--- config.mk ---
export PLATFORM = sky130hd
export DESIGN_NAME = elevator_call_direction_decider
export DESIGN_NICKNAME = d
export VERILOG_FILES = /design/src/rtl/core/ecdd_pkg.sv /design/src/rtl/core/ecdd_decide.sv /design/src/rtl/core/elevator_call_direction_decider.sv
export SDC_FILE = /design/constraint.sdc
export NUM_CORES = 1
export LEC_CHECK = 0
export BUFFER_PORTS_ARGS = -buffer_cell sky130_fd_sc_hd__buf_4
export CORE_UTILIZATION = 57
export CTS_BUF_LIST = sky130_fd_sc_hd__clkbuf_8 sky130_fd_sc_hd__clkbuf_16
export DETAILED_ROUTE_END_ITERATION = 8
export HOLD_SLACK_MARGIN = 0.12
export PLACE_DENSITY = 0.8
export SLEW_MARGIN = 5
export SYNTH_ARGS = -nofsm -noshare
export SYNTH_HDL_FRONTEND = slang
export SYNTH_SLANG_ARGS = --single-unit
export TNS_END_PERCENT = 1
--- constraint.sdc ---
create_clock -name clk -period 2.81 [get_ports clk]
set_input_delay 0.281 -clock clk [delete_from_list [all_inputs] [get_ports clk]]
set_output_delay 0.281 -clock clk [all_outputs]
set_load 0.05 [all_outputs]
--- src/rtl/core/ecdd_pkg.sv ---
// Shared types and constants for the elevator call direction decider.
// No dependencies; imported by ecdd_decide and the top level.
`default_nettype none
package ecdd_pkg;

	// Building size and call mask geometry
	localparam int FLOORS = 9;
	localparam int CALL_W = 9;
	localparam logic [3:0] FLOOR_LIMIT = 4'(FLOORS);
	localparam logic [3:0] TOP_FLOOR = 4'(FLOORS - 1);
	localparam logic [CALL_W-1:0] ALL_MASK = CALL_W'((1 << FLOORS) - 1);
	localparam logic [CALL_W-1:0] NO_CALLS = '0;

	// Car motion codes; code three is unused and flagged as an error
	localparam logic [1:0] MOT_STOP = 2'd0;
	localparam logic [1:0] MOT_DOWN = 2'd1;
	localparam logic [1:0] MOT_UP = 2'd2;

	// Direction flag values
	localparam logic DIR_DOWN = 1'b0;
	localparam logic DIR_UP = 1'b1;

	typedef enum logic [1:0] {
		CMD_STAY = 2'd0,
		CMD_UP = 2'd1,
		CMD_DOWN = 2'd2,
		CMD_ERR = 2'd3
	} cmd_t;

	// Request: one car status update with newly pressed buttons
	typedef struct packed {
		logic [1:0] motion;
		logic [3:0] floor;
		logic [CALL_W-1:0] new_cabin_calls;
		logic [CALL_W-1:0] new_hall_calls;
	} call_req_t;

	// Response: one decision with the call state after it
	typedef struct packed {
		logic [1:0] command;
		logic heading;
		logic [CALL_W-1:0] pending_cabin;
		logic [CALL_W-1:0] pending_hall;
	} dec_rsp_t;

	// Decision unit result: command plus next state
	typedef struct packed {
		cmd_t command;
		logic heading;
		logic [CALL_W-1:0] cabin_next;
		logic [CALL_W-1:0] hall_next;
	} dec_t;

endpackage
`default_nettype wire

--- src/rtl/core/ecdd_decide.sv ---
// Combinational direction decision for one request.
// Depends on ecdd_pkg for codes, geometry and the dec_t result struct.
`default_nettype none
module ecdd_decide (
	input wire logic [1:0] motion,
	input wire logic [3:0] floor,
	input wire logic [ecdd_pkg::CALL_W-1:0] cabin,
	input wire logic [ecdd_pkg::CALL_W-1:0] hall,
	input wire logic heading,
	output ecdd_pkg::dec_t dec
);
	import ecdd_pkg::*;

	logic [CALL_W-1:0] at_m;
	logic [CALL_W-1:0] lo_m;
	logic [CALL_W-1:0] hi_m;
	logic c_at, c_lo, c_hi, h_at, h_lo, h_hi;
	logic bad;
	logic end_floor;

	// Floor-relative masks: at, below and above, one compare each per floor bit
	always_comb begin
		for (int i = 0; i < CALL_W; i++) begin
			at_m[i] = (floor == 4'(i));
			lo_m[i] = (4'(i) < floor);
			hi_m[i] = (4'(i) > floor);
		end
	end

	assign c_at = |(cabin & at_m);
	assign c_lo = |(cabin & lo_m);
	assign c_hi = |(cabin & hi_m & ALL_MASK);
	assign h_at = |(hall & at_m);
	assign h_lo = |(hall & lo_m);
	assign h_hi = |(hall & hi_m & ALL_MASK);

	assign bad = (motion != MOT_STOP && motion != MOT_DOWN && motion != MOT_UP) ||
		(floor >= FLOOR_LIMIT);
	assign end_floor = (floor == 4'd0) || (floor == TOP_FLOOR);

	// Priority scan over calls at, below and above this floor; cabin calls generally outrank hall calls
	always_comb begin
		dec.command = CMD_STAY;
		dec.heading = heading;
		dec.cabin_next = cabin;
		dec.hall_next = hall;
		if (bad) begin
			dec.command = CMD_ERR;
		end else if (heading == DIR_DOWN) begin
			if (motion == MOT_UP) begin
				dec.command = CMD_ERR;
			end else if (motion == MOT_DOWN) begin
				if (c_at || h_at) dec.command = CMD_STAY;
				else if (c_lo || h_lo) dec.command = CMD_DOWN;
				else dec.command = CMD_STAY;
			end else begin
				if (c_at || h_at) begin
					dec.cabin_next = cabin & ~at_m;
					dec.hall_next = hall & ~at_m;
				end else if (c_lo) begin
					dec.command = CMD_DOWN;
				end else if (c_hi) begin
					dec.command = CMD_UP;
					dec.heading = DIR_UP;
				end else if (h_lo) begin
					dec.command = CMD_DOWN;
				end else if (h_hi) begin
					dec.command = CMD_UP;
					dec.heading = DIR_UP;
				end
			end
		end else begin
			if (motion == MOT_DOWN) begin
				dec.command = CMD_ERR;
			end else if (motion == MOT_UP) begin
				// nothing ahead while climbing: hold
				if (c_at) dec.command = CMD_STAY;
				else if (c_hi || h_hi) dec.command = CMD_UP;
				else dec.command = CMD_STAY;
			end else if (end_floor) begin
				if (c_at || h_at) begin
					dec.cabin_next = cabin & ~at_m;
					dec.hall_next = hall & ~at_m;
				end else if (c_lo) begin
					dec.command = CMD_DOWN;
					dec.heading = DIR_DOWN;
				end else if (c_hi) begin
					dec.command = CMD_UP;
				end else if (h_lo) begin
					dec.command = CMD_DOWN;
					dec.heading = DIR_DOWN;
				end else if (h_hi) begin
					dec.command = CMD_UP;
				end
			end else begin
				if (c_at) begin
					dec.cabin_next = cabin & ~at_m;
				end else if (c_hi) begin
					dec.command = CMD_UP;
				end else if (c_lo) begin
					// turn around; a hall call here is served first
					dec.heading = DIR_DOWN;
					if (h_at) dec.hall_next = hall & ~at_m;
					else dec.command = CMD_DOWN;
				end else if (h_at) begin
					dec.hall_next = hall & ~at_m;
				end else if (h_hi) begin
					dec.command = CMD_UP;
				end else if (h_lo) begin
					dec.command = CMD_DOWN;
					dec.heading = DIR_DOWN;
				end
			end
		end
	end

endmodule
`default_nettype wire

--- src/rtl/core/elevator_call_direction_decider.sv ---
// Elevator call direction decider, top level.
// Depends on ecdd_pkg and ecdd_decide.
//
// Usage:
//   Request channel (call_valid / call_stall / call_req) carries the car's
//   motion, floor and newly pressed cabin and hall buttons. New buttons are
//   ORed into the stored call masks, then one command is chosen: stay, up,
//   down or error. Response channel (dec_valid / dec_stall / dec_rsp) returns
//   the command, the direction flag and both call masks after the request.
//   Path: a request is captured in the input register, then passes through
//   the decision logic into the response register.
//   Throughput: one request per cycle unless dec_stall holds; a decision is
//   a single pass of masked OR reductions over the call bits plus a priority
//   select; the call state updates as each request moves into the response register.
//   Stall: while dec_stall holds a waiting response, one more request is
//   held in the input register; call_stall rises only when that register is
//   full and cannot move on.
//   Reset: call masks clear, direction flag goes to down, both registers
//   empty.
`default_nettype none
module elevator_call_direction_decider (
	input wire logic clk,
	input wire logic arst_n,
	input wire logic call_valid,
	output logic call_stall,
	input wire ecdd_pkg::call_req_t call_req,
	output logic dec_valid,
	input wire logic dec_stall,
	output ecdd_pkg::dec_rsp_t dec_rsp
);
	import ecdd_pkg::*;

	logic valid_s1;
	call_req_t req_s1;
	logic rsp_valid_q;
	dec_rsp_t rsp_q;
	logic [CALL_W-1:0] cabin_q;
	logic [CALL_W-1:0] hall_q;
	logic dir_q;
	logic adv;
	logic [CALL_W-1:0] cabin_m;
	logic [CALL_W-1:0] hall_m;
	dec_t dec;

	// Handshake: stage 1 moves on when the response register is empty or being read
	assign adv = valid_s1 && (!rsp_valid_q || !dec_stall);
	assign call_stall = valid_s1 && !adv;

	// Input register
	always_ff @(posedge clk or negedge arst_n) begin
		if (!arst_n) begin
			valid_s1 <= 1'b0;
		end else if (!call_stall) begin
			valid_s1 <= call_valid;
		end
	end

	always_ff @(posedge clk) begin
		if (call_valid && !call_stall) begin
			req_s1 <= call_req;
		end
	end

	// Latch new calls into the stored masks
	assign cabin_m = (cabin_q | req_s1.new_cabin_calls) & ALL_MASK;
	assign hall_m = (hall_q | req_s1.new_hall_calls) & ALL_MASK;

	ecdd_decide u_decide (
		.motion(req_s1.motion),
		.floor(req_s1.floor),
		.cabin(cabin_m),
		.hall(hall_m),
		.heading(dir_q),
		.dec(dec)
	);

	// Call state, updated once per request
	always_ff @(posedge clk or negedge arst_n) begin
		if (!arst_n) begin
			cabin_q <= NO_CALLS;
			hall_q <= NO_CALLS;
			dir_q <= DIR_DOWN;
		end else if (adv) begin
			cabin_q <= dec.cabin_next;
			hall_q <= dec.hall_next;
			dir_q <= dec.heading;
		end
	end

	// Response register
	always_ff @(posedge clk or negedge arst_n) begin
		if (!arst_n) begin
			rsp_valid_q <= 1'b0;
		end else if (adv) begin
			rsp_valid_q <= 1'b1;
		end else if (!dec_stall) begin
			rsp_valid_q <= 1'b0;
		end
	end

	always_ff @(posedge clk) begin
		if (adv) begin
			rsp_q.command <= dec.command;
			rsp_q.heading <= dec.heading;
			rsp_q.pending_cabin <= dec.cabin_next;
			rsp_q.pending_hall <= dec.hall_next;
		end
	end

	assign dec_valid = rsp_valid_q;
	assign dec_rsp = rsp_q;

	// Call state only moves when a request is decided
	a_state_hold: assert property (@(posedge clk) disable iff (!arst_n)
		!adv |=> $stable(cabin_q) && $stable(hall_q) && $stable(dir_q))
		else $error("call state changed without a request");

	// An error decision keeps the direction flag
	a_err_keeps_dir: assert property (@(posedge clk) disable iff (!arst_n)
		adv && dec.command == CMD_ERR |=> dir_q == $past(dir_q))
		else $error("error decision changed direction flag");

	// Up implies heading up, down implies heading down
	a_up_heading: assert property (@(posedge clk) disable iff (!arst_n)
		rsp_valid_q && rsp_q.command == CMD_UP |-> rsp_q.heading == DIR_UP)
		else $error("up command with heading down");

	a_down_heading: assert property (@(posedge clk) disable iff (!arst_n)
		rsp_valid_q && rsp_q.command == CMD_DOWN |-> rsp_q.heading == DIR_DOWN)
		else $error("down command with heading up");

	// Reported masks match the stored state
	a_rsp_state: assert property (@(posedge clk) disable iff (!arst_n)
		adv |=> rsp_q.pending_cabin == cabin_q && rsp_q.pending_hall == hall_q)
		else $error("response masks differ from stored state");

endmodule
`default_nettype wire
==> run metrics, run 1 <==
main area contributors after synthesis=edfxtp_1 (40%), dfrtp_1 (16%), a21oi_1 (4.6%); Total Power=2.290 mW; CP Data Arrival Time=about 2800 ps; EDFF count, synth=45; Max Slew Vio Count=0; asr flop ratio synth=0.3182; initial antenna violation count=0; synthesized area=3346 µm²; core area=5574 µm²; Core Util, Final=0.7989; Max Cap Viol=0; Syn Inst Count=between 300 and 400; main combinational cell family by area after synthesis=compound AO/OA/AOI/OAI gates; Fmax=363.6 MHz; peak supply drop=between 0.4 and 0.5 mV; first-pass GRT wire length=roughly 15 mm; Iteration-0 DRC Markers=407; Max FO, Critical Path=11; Detailed Routing Iterations Pass 1=5; fin nets=452; PortBufs=50; Layout Skew=between 10 and 15 ps; # fillers=330; Root Buffer=clkbuf_8; Diodes inserted=0; post-synthesis sequential area ratio=0.5610; routability cong.=0.9214; Post CTS Setup Buffer Count=0; cell leakage power=1.627 nW; die footprint=6180 µm²; clock latency at the later pin of the worst-skew pair=350 ps; Worst Path Required=2900 ps; Slew @ Worst Pin=532.4 ps; power density cells=514.3 nW/µm²; post-route ant nets=0; Syn Area/Cell=10.59 µm²; clock sink count=66; Syn Nets=344; minimum clock period=2750 ps; Clock transition at path regs=70 ps; Final Hold Viols=0; synth warn=0; Area Growth Syn to Fin=33.10%; Global Route Usage Sum=0.3358; layout cell share with drive strength beyond 1=0.2821; Multi-input gate area=1388 µm²; HPWL after DPL=6.369 mm; Synth Area in Simple Gates=0.1840; pin count of the biggest net entering global routing=45; Rows=27; mux cell area share after synthesis=0.01683; Die X=slightly below 80 µm; Final period util=0.9788; most common cell after layout, fill and taps aside=buf_4; Rel. slew slack=0.6451; compound-cell area share of the yosys netlist=0.2091; Remaining DRCs=0; Yosys cell types=56; total congestion overflow=0; commonest non-fill, non-tap cells in the layout=buf_4 (87), edfxtp_1 (45), nor2_1 (37); CTS tree=done; Setup crit start kind=register; Die H=just under 80 µm; Worst Hold Class=in -> reg; vias post-DR=3,168; Sum Neg Setup Slack=0 ps; number of buffers created by CTS=9; Synth top area share=0.4039; Yosys reg bits=66; pre-CTS setup slack=30.61 ps; endpoint kind of the worst setup timing path=register; worst setup margin=59.58 ps; drt wl/cell=19.22 µm; unrepaired setup endpoints after global routing=true; vias in the first global route=3,117; # setup viols final=0; largest area contributor in the netlist=edfxtp_1; drt via density=about 6.3; Post-Synth Adder-Cell Area=0; # H-tree levels=3; I/O Pins=approximately 50; Reg area=approximately 1900 µm²; outcome=completed; initial core utilization=0.6002; Post-Synth XOR/XNOR Area=0; clock buffer depth=2; critical path class=reg -> reg; Primary FF master, synth=edfxtp_1; Post-Route WL=9.630 mm
[synthesized netlist by cell type (all sizes together), types with 2 or more instances]
library cell	count
inv	4
buf	10
o32ai	3
or3	2
nand3	7
a2111oi	2
and3	2
or2	3
nor3	15
nor2	37
o21ai	16
a31oi	13
a21oi	31
mux2	5
and2	6
o211ai	2
edfxtp	45
a41oi	4
a211oi	6
dfrtp	21
clkbuf	6
o221ai	2
nand2b	5
o31ai	5
or4bb	3
nand2	25
nor4	5
o21bai	4
nand4	4
o22ai	5
[area by class of cell]
type / count / area share
flip-flops and latches: 66 / 0.4215
multi-input cells: 229 / 0.3116
repair buffers: 113 / 0.2051
clock buffers: 10 / 0.03091
well taps: 72 / 0.02023
clock inverters: 6 / 0.006462
inverters: 5 / 0.004215
[logic make-up (layout without fill, tap and decap cells)]
kind of cell    after synthesis  after routing
compound gates              105            105
mux                           5              5
flops                        66             66
simple gates                119            119
buf+inv                      21            134
[stage by stage]
step                      hold slack, ps  instance area (µm²)  std cells
after floorplan                   -14.59                 3346        316
after global placement             194.7                 4010        459
after detailed placement           194.5                 4010        459
after CTS                          177.7                 4437        501
after global routing               196.4                 4453        501
final                              180.5                 4453        501
[report_power, final]
part	leakage, nW	total [mW]	switching, mW	internal [mW]
clock	0.0958	0.691	0.360	0.331
sequential	0.597	1.15	0.0418	1.11
combinational	0.934	0.447	0.268	0.179
total	1.63	2.29	0.669	1.62
[worst paths after layout]
path	startpoint	to	slack [ps]	depth (start not counted)
min reg2reg	cabin_q[1]$_DFFE_PN0P_	cabin_q[1]$_DFFE_PN0P_	490	2
max	req_s1[18]$_DFFE_PP_	dec_rsp[19]$_SDFFCE_PP1P_	60	8
max in group asynchronous	arst_n	hall_q[1]$_DFFE_PN0P_	2200	2
max reg2reg	req_s1[18]$_DFFE_PP_	dec_rsp[19]$_SDFFCE_PP1P_	60	8
min	dec_stall	dec_valid$_DFFE_PN0P_	180	3
min in group asynchronous	arst_n	cabin_q[5]$_DFFE_PN0P_	350	2
[critical path, cell delays in order (launching register included)]
cell,delay [ps]
edfxtp_1,530
or2_1,310
a2111oi_1,370
buf_4,180
a31oi_1,50
and3_1,180
a2111o_1,440
o41ai_1,370
a21oi_1,70
[state kept, by name, summed over array words and instances (netlist names)]
name and count:
req_s1 24, valid_s1 1, dec_rsp 21, dec_valid 1, dir_q 1, hall_q 9
cabin_q 9
[routing by layer]
layer	vias to the layer above	part of all wire	GRT usage
met5	-	0	0
met1	1490	0.40	0.4378
met2	203	0.49	0.5313
li1	1447	-	-
met4	0	0.027	0.1722
met3	28	0.082	0.06628
[repair_timing]
action,in CTS,in global routing
gates resized for setup,0,5
hold buffers,26,0
endpoints found under the hold margin,46,0
setup endpoints to repair,0,9
Note: power is estimated with default switching activity, not from simulation.
==> run 2, diff against run 1 <==
Settings changed: BUFFER_PORTS_ARGS -buffer_cell sky130_fd_sc_hd__buf_4 to -buffer_cell sky130_fd_sc_hd__buf_2.
==> run metrics, run 2 (synthesis gave the netlist of run 1 again) <==
Slew @ Worst Pin=558.7 ps (+26.34 ps); drt via density=6.257 (-1.1%); initial core utilization=0.6002 (unchanged); worst r2r dst=dec_rsp[1]$_DFFE_PP_; post-route ant nets=0 (unchanged); cell leakage power=1.568 nW (-3.6%); P_sw=651.4 µW (-2.7%); Fmax=359.0 MHz (-1.3%); initial antenna violation count=0 (unchanged); Detailed Routing Iterations Pass 1=5 (unchanged); Clock transition at path regs=60 ps (about the same); critical path class=reg -> reg; R2R cell count=8 (unchanged); CTS tree=done; largest reg by FF count=req_s1; I/O Pins=51 (unchanged); peak supply drop=0.4121 mV (-13%); most common cell after layout, fill and taps aside=buf_2; Final period util=0.9914 (+0.01258); internal power=1.602 mW (-1.2%); drt wl/cell=19.23 µm (about the same); Post CTS Setup Buffer Count=0 (unchanged); clock latency at the later pin of the worst-skew pair=350 ps (about the same); power density cells=522.2 nW/µm² (+1.6%); HP Start=call_req[23]; switching share of power=0.2891 (-0.003121); pin count of the biggest net entering global routing=29 (-36%); clock buffer depth=2 (unchanged); # fillers=374 (+13%); # H-tree levels=3 (unchanged); layout cell share with drive strength beyond 1=0.2951 (+0.01303); unrepaired setup endpoints after global routing=true; Total Power=2.253 mW (-1.6%); register share of total power=0.512 (+0.009); HPWL after DPL=6.663 mm (+4.6%); Sum Neg Setup Slack=0 ps (unchanged); vias in the first global route=3,012 (-3.4%); total congestion overflow=0 (unchanged); Worst Path Required=2900 ps (about the same); R2R Path Start=req_s1[19]$_DFFE_PP_; core area=5574 µm² (unchanged); CP Data Arrival Time=2880 ps (+40 ps); commonest non-fill, non-tap cells in the layout=buf_2 (50), edfxtp_1 (45), buf_4 (39); Area Growth Syn to Fin=28.95%; Iteration-0 DRC Markers=265 (-35%); Final Hold Viols=0 (unchanged); # setup viols final=0 (unchanged); Setup crit start kind=register; Hold Path Stages=1 (-2); minimum clock period=2786 ps (+35.34 ps); Layout Skew=9.537 ps (-3.829 ps); Root Buffer=clkbuf_8; Die H=78.62 µm (unchanged); endpoint kind of the worst setup timing path=register; clock sink count=66 (unchanged); routability cong.=0.9270 (+0.61%); first-pass GRT wire length=15.33 mm (+0.13%); outcome=completed; Max FO, Critical Path=8 (-3); WHS=124.0 ps (-56.43 ps); worst hold endpoint=req_s1[23]$_DFFE_PP_; R2R Setup Slk=20 ps (-40 ps); fin nets=450 (-0.44%); Post-Route WL=9.596 mm (-0.35%); Max Slew Vio Count=0 (unchanged); Global Route Usage Sum=0.3391 (+0.003287); Diodes inserted=0 (unchanged); PortBufs=50 (unchanged); Die X=78.62 µm (unchanged); die footprint=6180 µm² (unchanged); Remaining DRCs=0 (unchanged); vias post-DR=3,122 (-1.5%); Max Cap Viol=0 (unchanged); Clock power frac=0.300 (-0.002); Rows=27 (unchanged); Rel. slew slack=0.6275 (-0.01756); number of buffers created by CTS=9 (unchanged); max FFs per register=24 (unchanged); Comb power frac=0.188 (-0.007); Worst Hold Class=in -> reg
[run 2: how the worst max path moves through the flow]
| stage | endpoint | cells after the start | from | slack, ps |
|---|---|---|---|---|
| floorplan | dec_rsp[1]$_DFFE_PP_ | 8 | req_s1[20]$_DFFE_PP_ | 310 |
| global placement | dec_rsp[19]$_SDFFCE_PP1P_ | 8 | req_s1[19]$_DFFE_PP_ | 60 |
| detailed placement | dec_rsp[4]$_DFFE_PP_ | 10 | req_s1[20]$_DFFE_PP_ | 50 |
| CTS | dec_rsp[4]$_DFFE_PP_ | 10 | req_s1[20]$_DFFE_PP_ | 50 |
| global route | dec_rsp[19]$_SDFFCE_PP1P_ | 8 | req_s1[19]$_DFFE_PP_ | -100 |
| finish | dec_rsp[1]$_DFFE_PP_ | 8 | req_s1[19]$_DFFE_PP_ | 20 |
[run 2: area by class of cell]
type                       instances  area (µm²)  area share
sequential                        66        1877      0.4350
multi-input combinational        229        1389      0.3219
timing repair buffer             111       773.2      0.1792
clock buffer                      10       137.6     0.03190
tap                               72       90.09     0.02088
clock inverter                     6       28.78    0.006671
inverter                           5       18.77    0.004350
[run 2: critical path, stage by stage (launching register included)]
cell	delay (ps)
edfxtp_1	500
buf_4	210
or3_1	470
o22ai_2	230
nor4_2	60
and2_4	160
or4_4	500
a221oi_2	340
nor2_1	60
[run 2: per-stage QoR]
stage | utilization | cells | area [µm²] | worst slack, ps
finish | 0.7740 | 499 | 4314 | 24.24
CTS | 0.7708 | 499 | 4297 | 50.86
global route | 0.7740 | 499 | 4314 | -95.35
global placement | 0.7033 | 462 | 3920 | 63.09
floorplan | - | 316 | 3346 | 306.1
detailed placement | 0.7033 | 462 | 3920 | 48.02
[run 2: routing by layer]
layer,track usage,up-vias,share of wire
li1,-,1447,-
met1,0.4486,1487,0.41
met2,0.5383,159,0.48
met3,0.05349,29,0.072
met4,0.1759,0,0.033
met5,0,-,0
[run 2: repair_timing]
action	CTS	global route
hold buffers	21	0
setup endpoints to repair	0	19
hold endpoints to repair	41	0
resized for setup	0	6
[run 2: power by group through the flow]
stage	clock (mW)	sequential [mW]	combinational [mW]
2_1_floorplan	0	1.20	0.203
3_3_place_gp	0	1.17	0.384
3_5_place_dp	0	1.17	0.390
4_1_cts	0.684	1.15	0.414
5_1_grt	0.715	1.16	0.456
6_report	0.675	1.15	0.423
==> run 3, diff against run 2 <==
Settings changed: CORE_UTILIZATION 57 to 59, CTS_BUF_LIST sky130_fd_sc_hd__clkbuf_8 sky130_fd_sc_hd__clkbuf_16 to sky130_fd_sc_hd__clkbuf_8, PLACE_DENSITY 0.8 to 0.82.
==> run metrics, run 3 (synthesis gave the netlist of run 1 again) <==
Clock power frac=0.335 (+0.035); Remaining DRCs=0 (unchanged); vias post-DR=3,192 (+2.2%); Root Buffer=clkbuf_8; Layout Skew=10.33 ps (+0.7913 ps); # H-tree levels=3 (unchanged); clock sink count=66 (unchanged); Final Hold Viols=0 (unchanged); Post CTS Setup Buffer Count=0 (unchanged); Rel. slew slack=0.6305 (+0.002991); Iteration-0 DRC Markers=411 (+55%); switching share of power=0.2948 (+0.005692); met2 usage=0.5593 (+0.02103); CTS tree=done; Die X=77.31 µm (-1.7%); met1 Use GR=0.4437 (-0.004998); Fmax=358.7 MHz (about the same); # fillers=378 (+1.1%); number of buffers created by CTS=9 (unchanged); CP Data Arrival Time=2900 ps (+20 ps); M3 GR Usage=0.09881 (+0.04532); first-pass GRT wire length=15.30 mm (-0.22%); Area Growth Syn to Fin=31.30%; endpoint kind of the worst setup timing path=register; Diodes inserted=0 (unchanged); Max FO, Critical Path=12 (+4); Final period util=0.9921 (about the same); outcome=completed; drt wl/cell=19.49 µm (+1.3%); pin count of the biggest net entering global routing=45 (+55%); Total Power=2.378 mW (+5.6%); Rows=27 (unchanged); Sum Neg Setup Slack=0 ps (unchanged); max FFs per register=24 (unchanged); fin cells=500 (+0.20%); clock buffer depth=2 (unchanged); drt via density=6.384 (+2.0%); Post-Route WL=9.743 mm (+1.5%); Worst Hold Class=in -> reg; busiest grt layer=met2; PortBufs=50 (unchanged); cell leakage power=1.580 nW (+0.76%); Setup crit start kind=register; minimum clock period=2788 ps (+2.029 ps); post-route ant nets=0 (unchanged); Slew @ Worst Pin=554.2 ps (-4.486 ps); Detailed Routing Iterations Pass 1=5 (unchanged); most common cell after layout, fill and taps aside=buf_2; largest reg by FF count=req_s1; clock latency at the later pin of the worst-skew pair=360 ps (about the same); Max Cap Viol=0 (unchanged); power density cells=541.4 nW/µm² (+3.7%); routability cong.=0.8925 (-3.7%); initial antenna violation count=0 (unchanged); Max Slew Vio Count=0 (unchanged); core area=5473 µm² (-1.8%); unrepaired setup endpoints after global routing=true; peak supply drop=0.5577 mV (+35%); Worst Path Required=2920 ps (+20 ps); # setup viols final=0 (unchanged); fin nets=452 (+0.44%); Clock transition at path regs=70 ps (about the same); register share of total power=0.484 (-0.028); placed insts=459 (-0.65%); commonest non-fill, non-tap cells in the layout=buf_2 (50), edfxtp_1 (45), nor2_1 (37); critical path class=reg -> reg; initial core utilization=0.6113 (+0.01112); die footprint=5976 µm² (-3.3%); Comb power frac=0.181 (-0.007); internal power=1.677 mW (+4.7%); HPWL after DPL=6.710 mm (+0.71%); Core Util, Final=0.8027 (+0.02874); Global Route Usage Sum=0.3442 (+0.005122); total congestion overflow=0 (unchanged); P_sw=701.2 µW (+7.6%); layout cell share with drive strength beyond 1=0.2991 (+0.003983); Die H=77.31 µm (-1.7%); vias in the first global route=2,986 (-0.86%); I/O Pins=51 (unchanged)
==> run 3: layout make-up <==
type | instances | area [µm²] | share of cell area
flip-flops and latches | 66 | 1877 | 0.4272
repair buffers | 113 | 792.0 | 0.1803
inverters | 5 | 18.77 | 0.004272
multi-input cells | 229 | 1424 | 0.3241
clock inverters | 6 | 67.56 | 0.01538
well taps | 72 | 90.09 | 0.02051
clock buffers | 9 | 123.9 | 0.02820
==> run 3: power by group through the flow <==
stage          sequential, mW  combinational [mW]  clock (mW)
2_1_floorplan            1.20               0.203           0
3_3_place_gp             1.17               0.374           0
3_5_place_dp             1.17               0.381           0
4_1_cts                  1.15               0.408       0.792
5_1_grt                  1.16               0.462       0.836
6_report                 1.15               0.431       0.796
==> run 3: metal layers <==
metal  vias up  share of wire
met4         0          0.022
li1       1447              -
met2       164           0.49
met5         -              0
met3        31          0.070
met1      1550           0.42
==> run 3: worst paths after layout <==
| path | end | start | slack [ps] | cells after the start |
|---|---|---|---|---|
| worst max-delay path | dec_rsp[1]$_DFFE_PP_ | req_s1[18]$_DFFE_PP_ | 20 | 7 |
| worst min-delay path | dec_valid$_DFFE_PN0P_ | dec_stall | 170 | 3 |
| worst max register to register | dec_rsp[1]$_DFFE_PP_ | req_s1[18]$_DFFE_PP_ | 20 | 7 |
| worst min register to register | cabin_q[1]$_DFFE_PN0P_ | cabin_q[1]$_DFFE_PN0P_ | 500 | 2 |
| max in group asynchronous | hall_q[1]$_DFFE_PN0P_ | arst_n | 1990 | 2 |
| min in group asynchronous | hall_q[0]$_DFFE_PN0P_ | arst_n | 440 | 2 |
==> run 3: per-stage QoR <==
stage | instance area, µm² | hold slack (ps) | worst slack (ps)
final | 4393 | 172.2 | 22.21
after global routing | 4393 | 184.0 | -47.53
after global placement | 3885 | 282.9 | 121.2
after floorplan | 3346 | -14.59 | 306.1
after detailed placement | 3885 | 295.3 | 85.70
after CTS | 4317 | 124.8 | 62.82
==> run 3: worst max-delay path: stages, from the launching register on <==
cell,delay (ps)
edfxtp_1,570
or3_1,550
o22ai_2,290
nor4_4,60
and2_4,170
or4_4,510
a221oi_2,340
nor2_1,60
==> run 3: timing repair <==
item                       4_1_cts  5_1_grt
resized for setup                0       12
setup endpoints to repair        0       22
hold endpoints to repair        44        2
hold buffers                    24        2
